### config.mk
export PLATFORM = sky130hd
export DESIGN_NAME = delimited_table_tokenizer_core
export DESIGN_NICKNAME = d
export VERILOG_FILES = /design/src/dtt_pkg.sv /design/src/dtt_cfg_regs.sv /design/src/dtt_input_stage.sv /design/src/dtt_parser.sv /design/src/delimited_table_tokenizer_core.sv
export SDC_FILE = /design/constraint.sdc
export NUM_CORES = 1
export LEC_CHECK = 0
export BUFFER_PORTS_ARGS = -buffer_cell sky130_fd_sc_hd__buf_2
export CAP_MARGIN = 30
export CORE_UTILIZATION = 43
export DETAILED_ROUTE_END_ITERATION = 7
export PLACE_DENSITY = 0.61
export SYNTH_ARGS = -nofsm -noshare
export SYNTH_HDL_FRONTEND = slang
export SYNTH_SLANG_ARGS = --single-unit
### constraint.sdc
create_clock -name aclk -period 5.3 [get_ports aclk]
set_input_delay 1.06 -clock aclk [delete_from_list [all_inputs] [get_ports aclk]]
set_output_delay 1.06 -clock aclk [all_outputs]
set_load 0.02 [all_outputs]
### src/dtt_pkg.sv
package dtt_pkg;

    localparam int ROW_WIDTH  = 16;
    localparam int COL_WIDTH  = 10;
    localparam int BYTE_WIDTH = 8;
    localparam int SEP_WIDTH  = 9;
    localparam int EV_WIDTH   = 3;
    localparam int IDX_WIDTH  = 3;
    localparam int OUT_BITS   = EV_WIDTH + ROW_WIDTH + COL_WIDTH + BYTE_WIDTH;
    localparam int OUT_WIDTH  = ((OUT_BITS + 7) / 8) * 8;

    typedef enum logic [1:0] {
        MODE_START   = 2'd0,
        MODE_FIELD   = 2'd1,
        MODE_COMMENT = 2'd2
    } mode_t;

    typedef enum logic [EV_WIDTH-1:0] {
        EV_DATA   = 3'd0,
        EV_FIELD  = 3'd1,
        EV_RECORD = 3'd2,
        EV_CLEAR  = 3'd3,
        EV_NONE   = 3'd4
    } event_t;

    typedef enum logic [IDX_WIDTH-1:0] {
        REG_UNIT_SEP_A    = 3'd0,
        REG_UNIT_SEP_B    = 3'd1,
        REG_RECORD_SEP    = 3'd2,
        REG_GROUP_SEP     = 3'd3,
        REG_FILE_SEP      = 3'd4,
        REG_COMMENT_CHAR  = 3'd5,
        REG_ALLOW_EMPTY_F = 3'd6,
        REG_ALLOW_EMPTY_R = 3'd7
    } reg_idx_t;

    typedef struct packed {
        logic [SEP_WIDTH-1:0] unit_sep_a;
        logic [SEP_WIDTH-1:0] unit_sep_b;
        logic [SEP_WIDTH-1:0] record_sep;
        logic [SEP_WIDTH-1:0] group_sep;
        logic [SEP_WIDTH-1:0] file_sep;
        logic [SEP_WIDTH-1:0] comment_char;
        logic                 empty_field_en;
        logic                 empty_record_en;
    } cfg_t;

    typedef struct packed {
        logic                  valid;
        logic [BYTE_WIDTH-1:0] text_byte;
    } stage_t;

endpackage

### src/dtt_cfg_regs.sv
module dtt_cfg_regs (
    input  logic                           aclk,
    input  logic                           aresetn,
    input  logic                           cfg_valid,
    output logic                           cfg_ready,
    input  logic [dtt_pkg::IDX_WIDTH-1:0]  cfg_index,
    input  logic [dtt_pkg::SEP_WIDTH-1:0]  cfg_data,
    output dtt_pkg::cfg_t                  cfg
);

    dtt_pkg::cfg_t cfg_reg;
    dtt_pkg::cfg_t cfg_next;

    assign cfg_ready = 1'b1;
    assign cfg       = cfg_reg;

    always_comb begin
        cfg_next = cfg_reg;
        if (cfg_valid) begin
            case (dtt_pkg::reg_idx_t'(cfg_index))
                dtt_pkg::REG_UNIT_SEP_A:    cfg_next.unit_sep_a      = cfg_data;
                dtt_pkg::REG_UNIT_SEP_B:    cfg_next.unit_sep_b      = cfg_data;
                dtt_pkg::REG_RECORD_SEP:    cfg_next.record_sep      = cfg_data;
                dtt_pkg::REG_GROUP_SEP:     cfg_next.group_sep       = cfg_data;
                dtt_pkg::REG_FILE_SEP:      cfg_next.file_sep        = cfg_data;
                dtt_pkg::REG_COMMENT_CHAR:  cfg_next.comment_char    = cfg_data;
                dtt_pkg::REG_ALLOW_EMPTY_F: cfg_next.empty_field_en  = cfg_data[0];
                dtt_pkg::REG_ALLOW_EMPTY_R: cfg_next.empty_record_en = cfg_data[0];
                default: ;
            endcase
        end
    end

    always_ff @(posedge aclk) begin
        if (!aresetn) begin
            cfg_reg.unit_sep_a      <= 9'd32;
            cfg_reg.unit_sep_b      <= 9'd9;
            cfg_reg.record_sep      <= 9'd10;
            cfg_reg.group_sep       <= 9'd256;
            cfg_reg.file_sep        <= 9'd12;
            cfg_reg.comment_char    <= 9'd35;
            cfg_reg.empty_field_en  <= 1'b0;
            cfg_reg.empty_record_en <= 1'b0;
        end else begin
            cfg_reg <= cfg_next;
        end
    end

endmodule

### src/dtt_input_stage.sv
module dtt_input_stage (
    input  logic                            aclk,
    input  logic                            aresetn,
    input  logic                            s_tvalid,
    output logic                            s_tready,
    input  logic [dtt_pkg::BYTE_WIDTH-1:0]  s_tdata,
    input  logic                            advance,
    output dtt_pkg::stage_t                 stage
);

    logic                           valid_reg;
    logic                           valid_next;
    logic [dtt_pkg::BYTE_WIDTH-1:0] byte_reg;

    assign s_tready = !valid_reg || advance;

    always_comb begin
        valid_next = valid_reg;
        if (s_tready) begin
            valid_next = s_tvalid;
        end
    end

    always_ff @(posedge aclk) begin
        if (!aresetn) begin
            valid_reg <= 1'b0;
        end else begin
            valid_reg <= valid_next;
        end
    end

    // hold the byte until the parser takes it
    always_ff @(posedge aclk) begin
        if (s_tready && s_tvalid) begin
            byte_reg <= s_tdata;
        end
    end

    assign stage.valid     = valid_reg;
    assign stage.text_byte = byte_reg;

endmodule

### src/dtt_parser.sv
module dtt_parser (
    input  logic                            aclk,
    input  logic                            aresetn,
    input  dtt_pkg::cfg_t                   cfg,
    input  dtt_pkg::stage_t                 stage,
    output logic                            advance,
    output logic                            m_tvalid,
    input  logic                            m_tready,
    output logic [dtt_pkg::OUT_WIDTH-1:0]   m_tdata
);

    localparam logic [dtt_pkg::ROW_WIDTH-1:0] ROW_MAX = '1;
    localparam logic [dtt_pkg::COL_WIDTH-1:0] COL_MAX = '1;
    localparam int PAD = dtt_pkg::OUT_WIDTH - dtt_pkg::OUT_BITS;

    dtt_pkg::mode_t                  mode_reg, mode_next;
    logic [dtt_pkg::ROW_WIDTH-1:0]   row_reg, row_next;
    logic [dtt_pkg::COL_WIDTH-1:0]   col_reg, col_next;
    logic                            has_data_reg, has_data_next;

    logic                            out_valid_reg, out_valid_next;
    dtt_pkg::event_t                 out_ev_reg, ev;
    logic [dtt_pkg::ROW_WIDTH-1:0]   out_row_reg;
    logic [dtt_pkg::COL_WIDTH-1:0]   out_col_reg;
    logic [dtt_pkg::BYTE_WIDTH-1:0]  out_byte_reg;

    logic [dtt_pkg::SEP_WIDTH-1:0]   c9;
    logic                            is_unit, is_rec, is_file, is_comment;
    logic                            take;

    assign advance = !out_valid_reg || m_tready;
    assign take    = advance && stage.valid;

    assign c9         = {1'b0, stage.text_byte};
    assign is_unit    = (cfg.unit_sep_a == c9) || (cfg.unit_sep_b == c9);
    assign is_rec     = (cfg.record_sep == c9) || (cfg.group_sep == c9);
    assign is_file    = (cfg.file_sep == c9);
    assign is_comment = (cfg.comment_char == c9);

    always_comb begin
        mode_next     = mode_reg;
        row_next      = row_reg;
        col_next      = col_reg;
        has_data_next = has_data_reg;
        ev            = dtt_pkg::EV_NONE;

        if (is_file) begin
            mode_next     = dtt_pkg::MODE_START;
            row_next      = '0;
            col_next      = '0;
            has_data_next = 1'b0;
            ev            = dtt_pkg::EV_CLEAR;
        end else begin
            case (mode_reg)
                dtt_pkg::MODE_COMMENT: begin
                    if (is_rec) begin
                        if (has_data_reg) begin
                            if (row_reg != ROW_MAX) row_next = row_reg + 1'b1;
                            has_data_next = 1'b0;
                        end
                        col_next  = '0;
                        mode_next = dtt_pkg::MODE_START;
                        ev        = dtt_pkg::EV_RECORD;
                    end
                end
                dtt_pkg::MODE_FIELD: begin
                    if (is_unit) begin
                        if (col_reg != COL_MAX) col_next = col_reg + 1'b1;
                        mode_next = dtt_pkg::MODE_START;
                        ev        = dtt_pkg::EV_FIELD;
                    end else if (is_rec) begin
                        if (row_reg != ROW_MAX) row_next = row_reg + 1'b1;
                        has_data_next = 1'b0;
                        col_next      = '0;
                        mode_next     = dtt_pkg::MODE_START;
                        ev            = dtt_pkg::EV_RECORD;
                    end else begin
                        has_data_next = 1'b1;
                        ev            = dtt_pkg::EV_DATA;
                    end
                end
                default: begin
                    if (is_comment) begin
                        mode_next = dtt_pkg::MODE_COMMENT;
                    end else if (is_rec) begin
                        if ((col_reg != '0) || cfg.empty_record_en) begin
                            if (row_reg != ROW_MAX) row_next = row_reg + 1'b1;
                            has_data_next = 1'b0;
                            ev            = dtt_pkg::EV_RECORD;
                        end
                        col_next = '0;
                    end else if (is_unit) begin
                        if (cfg.empty_field_en) begin
                            if (col_reg != COL_MAX) col_next = col_reg + 1'b1;
                            ev = dtt_pkg::EV_FIELD;
                        end
                    end else begin
                        mode_next     = dtt_pkg::MODE_FIELD;
                        has_data_next = 1'b1;
                        ev            = dtt_pkg::EV_DATA;
                    end
                end
            endcase
        end
    end

    always_comb begin
        out_valid_next = out_valid_reg;
        if (advance) begin
            out_valid_next = stage.valid;
        end
    end

    always_ff @(posedge aclk) begin
        if (!aresetn) begin
            mode_reg      <= dtt_pkg::MODE_START;
            row_reg       <= '0;
            col_reg       <= '0;
            has_data_reg  <= 1'b0;
            out_valid_reg <= 1'b0;
        end else begin
            out_valid_reg <= out_valid_next;
            if (take) begin
                mode_reg     <= mode_next;
                row_reg      <= row_next;
                col_reg      <= col_next;
                has_data_reg <= has_data_next;
            end
        end
    end

    // data events report the cell in use, which the step never moves
    always_ff @(posedge aclk) begin
        if (take) begin
            out_ev_reg   <= ev;
            out_row_reg  <= row_next;
            out_col_reg  <= col_next;
            out_byte_reg <= stage.text_byte;
        end
    end

    assign m_tvalid = out_valid_reg;
    assign m_tdata  = {{PAD{1'b0}}, out_byte_reg, out_col_reg, out_row_reg,
                       dtt_pkg::EV_WIDTH'(out_ev_reg)};

endmodule

### src/delimited_table_tokenizer_core.sv
// Delimited table tokenizer: splits a byte stream into rows and fields.
// Input channel s_*: one text byte per item in s_tdata[7:0].
// Result channel m_*: one item per input byte, m_tdata from bit 0 up:
//   event (3), row (16), column (10), byte (8), zero padding (3).
// Configuration channel cfg_*: cfg_index selects one of eight registers
//   (separators, comment byte, empty field/record switches), cfg_data
//   carries the value; always ready. Write only while the block is idle.
// An accepted item passes through the input register, then the parse logic
//   into the result register, before it appears on m_tvalid.
// Throughput: one item per cycle while m_tready stays high; the parser
//   updates mode, row and field registers once per accepted item.
// Stall: when m_tready is low the result register holds, the input register
//   fills, and s_tready drops only once both are occupied.
// Reset (aresetn low, synchronous): both stages empty, mode at start of
//   field, indices and row data flag cleared, registers to their defaults.
module delimited_table_tokenizer_core (
    input  logic                            aclk,
    input  logic                            aresetn,
    input  logic                            s_tvalid,
    output logic                            s_tready,
    input  logic [7:0]                      s_tdata,   // text_byte[7:0]
    output logic                            m_tvalid,
    input  logic                            m_tready,
    output logic [dtt_pkg::OUT_WIDTH-1:0]   m_tdata,   // event_res, row, column, out_byte
    input  logic                            cfg_valid,
    output logic                            cfg_ready,
    input  logic [dtt_pkg::IDX_WIDTH-1:0]   cfg_index,
    input  logic [dtt_pkg::SEP_WIDTH-1:0]   cfg_data
);

    dtt_pkg::cfg_t   cfg;
    dtt_pkg::stage_t stage;
    logic            advance;

    dtt_cfg_regs u_cfg (
        .aclk      (aclk),
        .aresetn   (aresetn),
        .cfg_valid (cfg_valid),
        .cfg_ready (cfg_ready),
        .cfg_index (cfg_index),
        .cfg_data  (cfg_data),
        .cfg       (cfg)
    );

    dtt_input_stage u_in (
        .aclk     (aclk),
        .aresetn  (aresetn),
        .s_tvalid (s_tvalid),
        .s_tready (s_tready),
        .s_tdata  (s_tdata),
        .advance  (advance),
        .stage    (stage)
    );

    dtt_parser u_parse (
        .aclk     (aclk),
        .aresetn  (aresetn),
        .cfg      (cfg),
        .stage    (stage),
        .advance  (advance),
        .m_tvalid (m_tvalid),
        .m_tready (m_tready),
        .m_tdata  (m_tdata)
    );

endmodule

==> impl_metrics.ini <==
[sta]
fin_worst_skew_ns = 0.00901
fin_setup_tns_ns = 0
finalWorstSetupSlack_ns = 1.84
timing.hold.ws_ns = 0.479
layout_worst_path_cycle_share_pct = 65.2
slew_viol_final = 0
finalHoldViolCount = 0
period_needed_ns = 3.46
setup_viol = 0
rsz0062_at_grt = false
tightestPinTransition_ns = 1.04
fmax_mhz = 289
max_slew_margin_pct = 30.0

[global_routing]
grt_overflow = 0
grt_pass1_wl_mm = 30.7
track_usage_pct = 24.1
grt_pass1_vias = 5797
antenna_found_initial = 0
grt_max_degree = 83

[clocking]
root_buffer = clkbuf_16
cts_resized = 0
cts_tree = done
cts_num_sinks = 132
cts_hold_buffers = 0
cts_max_level = 4
cts_buffer_depth = 2
cts.clk_slew.worst_paths_ns = 0.06
cts_setup_buffers = 0
clk_latency_ns = 0.42
numCtsBuffers = 17

[worst_setup_path]
cp-end-kind = flip-flop
reg2reg_to = u_parse.row_reg[9]$_SDFFE_PN0P_
required_ns = 5.65
cpLargestDelayFamily = compound AO/OA/AOI/OAI gates
crit_buf_inv = 0
crit_path_cell_trace = xnor2_1 > nand3_1 > nor4_4 > nor2_2 > o31ai_2 > nand2_2 > a2111oi_2 > nand2_1 > a21boi_1
worst_path_largest_cell_delay_ns = 0.81
crit_fanout = 17
critical_path_class = flip-flop to flip-flop
cp_slowest_cell = o31ai_2
start_kind = flip-flop
reg2reg_depth = 9
reg2reg_from = u_in.byte_reg[6]$_DFFE_PP_
rrSetupSlack_ns = 1.84
worstPathArrival_ns = 3.81

[final_layout]
drive_gt1_share_pct = 14.8
fill_cells = 1505
finalNetCount = 874
largest_register_ff_count = 56
antennaDiodeCount = 0
area_growth_pct = 14.3

[run_status]
status = completed

[logic_synthesis]
syn_area_per_cell_sq_um = 8.71
async_flop_share_pct = 0
synth_ff_type = dfxtp_1
yosys_warnings = 0
yosysTopAreaCell = dfxtp_1
yosysSeqAreaShare_pct = 44.0
synth_edf_count = 45
synth_common_cells = 161 x nand2_1, 87 x dfxtp_1, 54 x nand3_1, 54 x nor2_1, 51 x a21boi_0
yosysMostFrequentCell = nand2_1
ys_seq_elements = 132
postSynthCellCount = 807
synth_top_area_share_pct = 24.8
netlist_top_cells_area = dfxtp_1 25%, edfxtp_1 19%, nand2_1 8.6%
ys_types = 78
netlist_area_sq_um = 7030

[route]
drc = 0
drt_iter0_markers = 501
wirelength_mm = 19.5
vias = 6170
post_drt_wl_per_cell_um = 18.1
vias_per_cell = 5.75
drtPass1Iterations = 6
ant_nets = 0

[floorplanning]
die-width_um = 130
start_util_pct = 44.1
ios = 68
dieArea_sq_um = 16900
rows = 46
core_sq_um = 15900
die_y_um = 130

[worst_hold_path]
hold_end = u_cfg.cfg[47]$_SDFFE_PN0P_
worstHoldStart = u_cfg.cfg[47]$_SDFFE_PN0P_
hold_depth = 2
min_path_type = flip-flop to flip-flop

[power]
ir_drop_mv = 0.224
p_leak_nw = 2.83
p_total_mw = 2.53
pwr_density_cell_nw_per_um2 = 316

[placed_design]
numPortBuffers = 63
place_congestion = 0.906
dp_hpwl_mm = 13.8
place_ws_ns = 1.87

[run]
maxCapViolations = 0
-- cell type report --
cell class / count / area, sq um / share of cell area, %
Sequential cell: 132 / 3090 / 38.5
Clock inverter: 5 / 56.3 / 0.701
Multi-Input combinational cell: 612 / 3630 / 45.1
Tap cell: 216 / 270 / 3.36
Clock buffer: 27 / 577 / 7.18
Timing Repair Buffer: 67 / 358 / 4.45
Inverter: 14 / 52.6 / 0.654
-- metrics by stage --
step / instances / instance area (sq um) / util, %
detailed placement: 1041 / 7400 / 46.4
CTS: 1073 / 8030 / 50.4
global route: 1073 / 8030 / 50.4
global placement: 1040 / 7380 / 46.3
floorplan: 809 / 7030 / -
finish: 1073 / 8030 / 50.4
-- tightest hold or removal path, cell delays in order (launching register included) --
cell and delay [ns]:
dfxtp_1 0.31, nand2_1 0.05, a21boi_0 0.06
-- logic make-up (layout without fill, tap and decap cells) --
kind of cell             count (synthesis)  after routing  share of synthesized area (%)
AND/OR/NAND/NOR                        345            345                           23.0
buffers and inverters                   65            113                           4.49
flip-flops                             132            132                           44.0
multiplexers                             5              5                          0.783
XOR/XNOR                                52             52                           6.48
adder cells (fa/ha/maj)                  5              5                          0.890
AO/OA/AOI/OAI                          201            201                           20.2
other                                    2              4                          0.107
-- report_power, final --
| part | leakage, nW | internal [mW] | switching [mW] |
|---|---|---|---|
| clock | 0.311 | 0.792 | 0.432 |
| combinational | 1.39 | 0.0691 | 0.136 |
| sequential | 1.13 | 1.08 | 0.0279 |
| total | 2.83 | 1.94 | 0.596 |
-- how the worst max path moves through the flow --
| stage | slack (ns) | depth (start not counted) | to | startpoint |
|---|---|---|---|---|
| 2_1_floorplan | 2.01 | 8 | u_parse.col_reg[3]$_SDFFE_PN0P_ | m_tready |
| 3_3_place_gp | 2.08 | 9 | u_parse.row_reg[9]$_SDFFE_PN0P_ | u_in.byte_reg[6]$_DFFE_PP_ |
| 3_5_place_dp | 1.87 | 9 | u_parse.row_reg[9]$_SDFFE_PN0P_ | u_in.byte_reg[5]$_DFFE_PP_ |
| 4_1_cts | 1.85 | 9 | u_parse.row_reg[9]$_SDFFE_PN0P_ | u_in.byte_reg[5]$_DFFE_PP_ |
| 5_1_grt | 1.56 | 9 | u_parse.row_reg[9]$_SDFFE_PN0P_ | u_in.byte_reg[5]$_DFFE_PP_ |
| 6_report | 1.84 | 9 | u_parse.row_reg[9]$_SDFFE_PN0P_ | u_in.byte_reg[6]$_DFFE_PP_ |
-- routing by layer --
metal  share of wire, %  global-route usage, %  vias up  routed length, um
li1                   -                      -     2927                  -
met1                 42                   29.5     2898               8080
met2                 48                   40.3      296               9430
met3                7.0                   5.90       49               1360
met4                3.0                   10.7        0                584
met5                  0                      0        -                  0
-- cell usage in the layout, fill, tap and decap left out, types with 4 or more instances in the layout --
cell type / netlist / routed
a21o_1: 4 / 4
o21ai_0: 36 / 36
inv_1: 14 / 13
ha_1: 5 / 5
a22oi_1: 7 / 7
mux2i_1: 4 / 4
clkbuf_8: 0 / 5
and2_1: 4 / 4
conb_1: 2 / 4
o21ai_1: 5 / 5
clkbuf_16: 0 / 20
nor3_1: 11 / 11
xnor2_1: 38 / 38
a21boi_0: 51 / 51
xor2_1: 14 / 14
nand2_1: 161 / 161
dfxtp_1: 87 / 87
nor2_1: 54 / 54
a31oi_1: 4 / 4
o31ai_1: 4 / 4
buf_2: 6 / 63
a21oi_1: 32 / 32
nor2b_1: 9 / 9
nand3_1: 54 / 54
a32oi_1: 4 / 4
o221ai_1: 5 / 5
edfxtp_1: 45 / 45
and3_1: 13 / 13
nand4_1: 9 / 9
nand2b_1: 5 / 5
o22ai_1: 7 / 7
o31a_1: 4 / 4
Note: power is estimated with default switching activity, not from simulation.
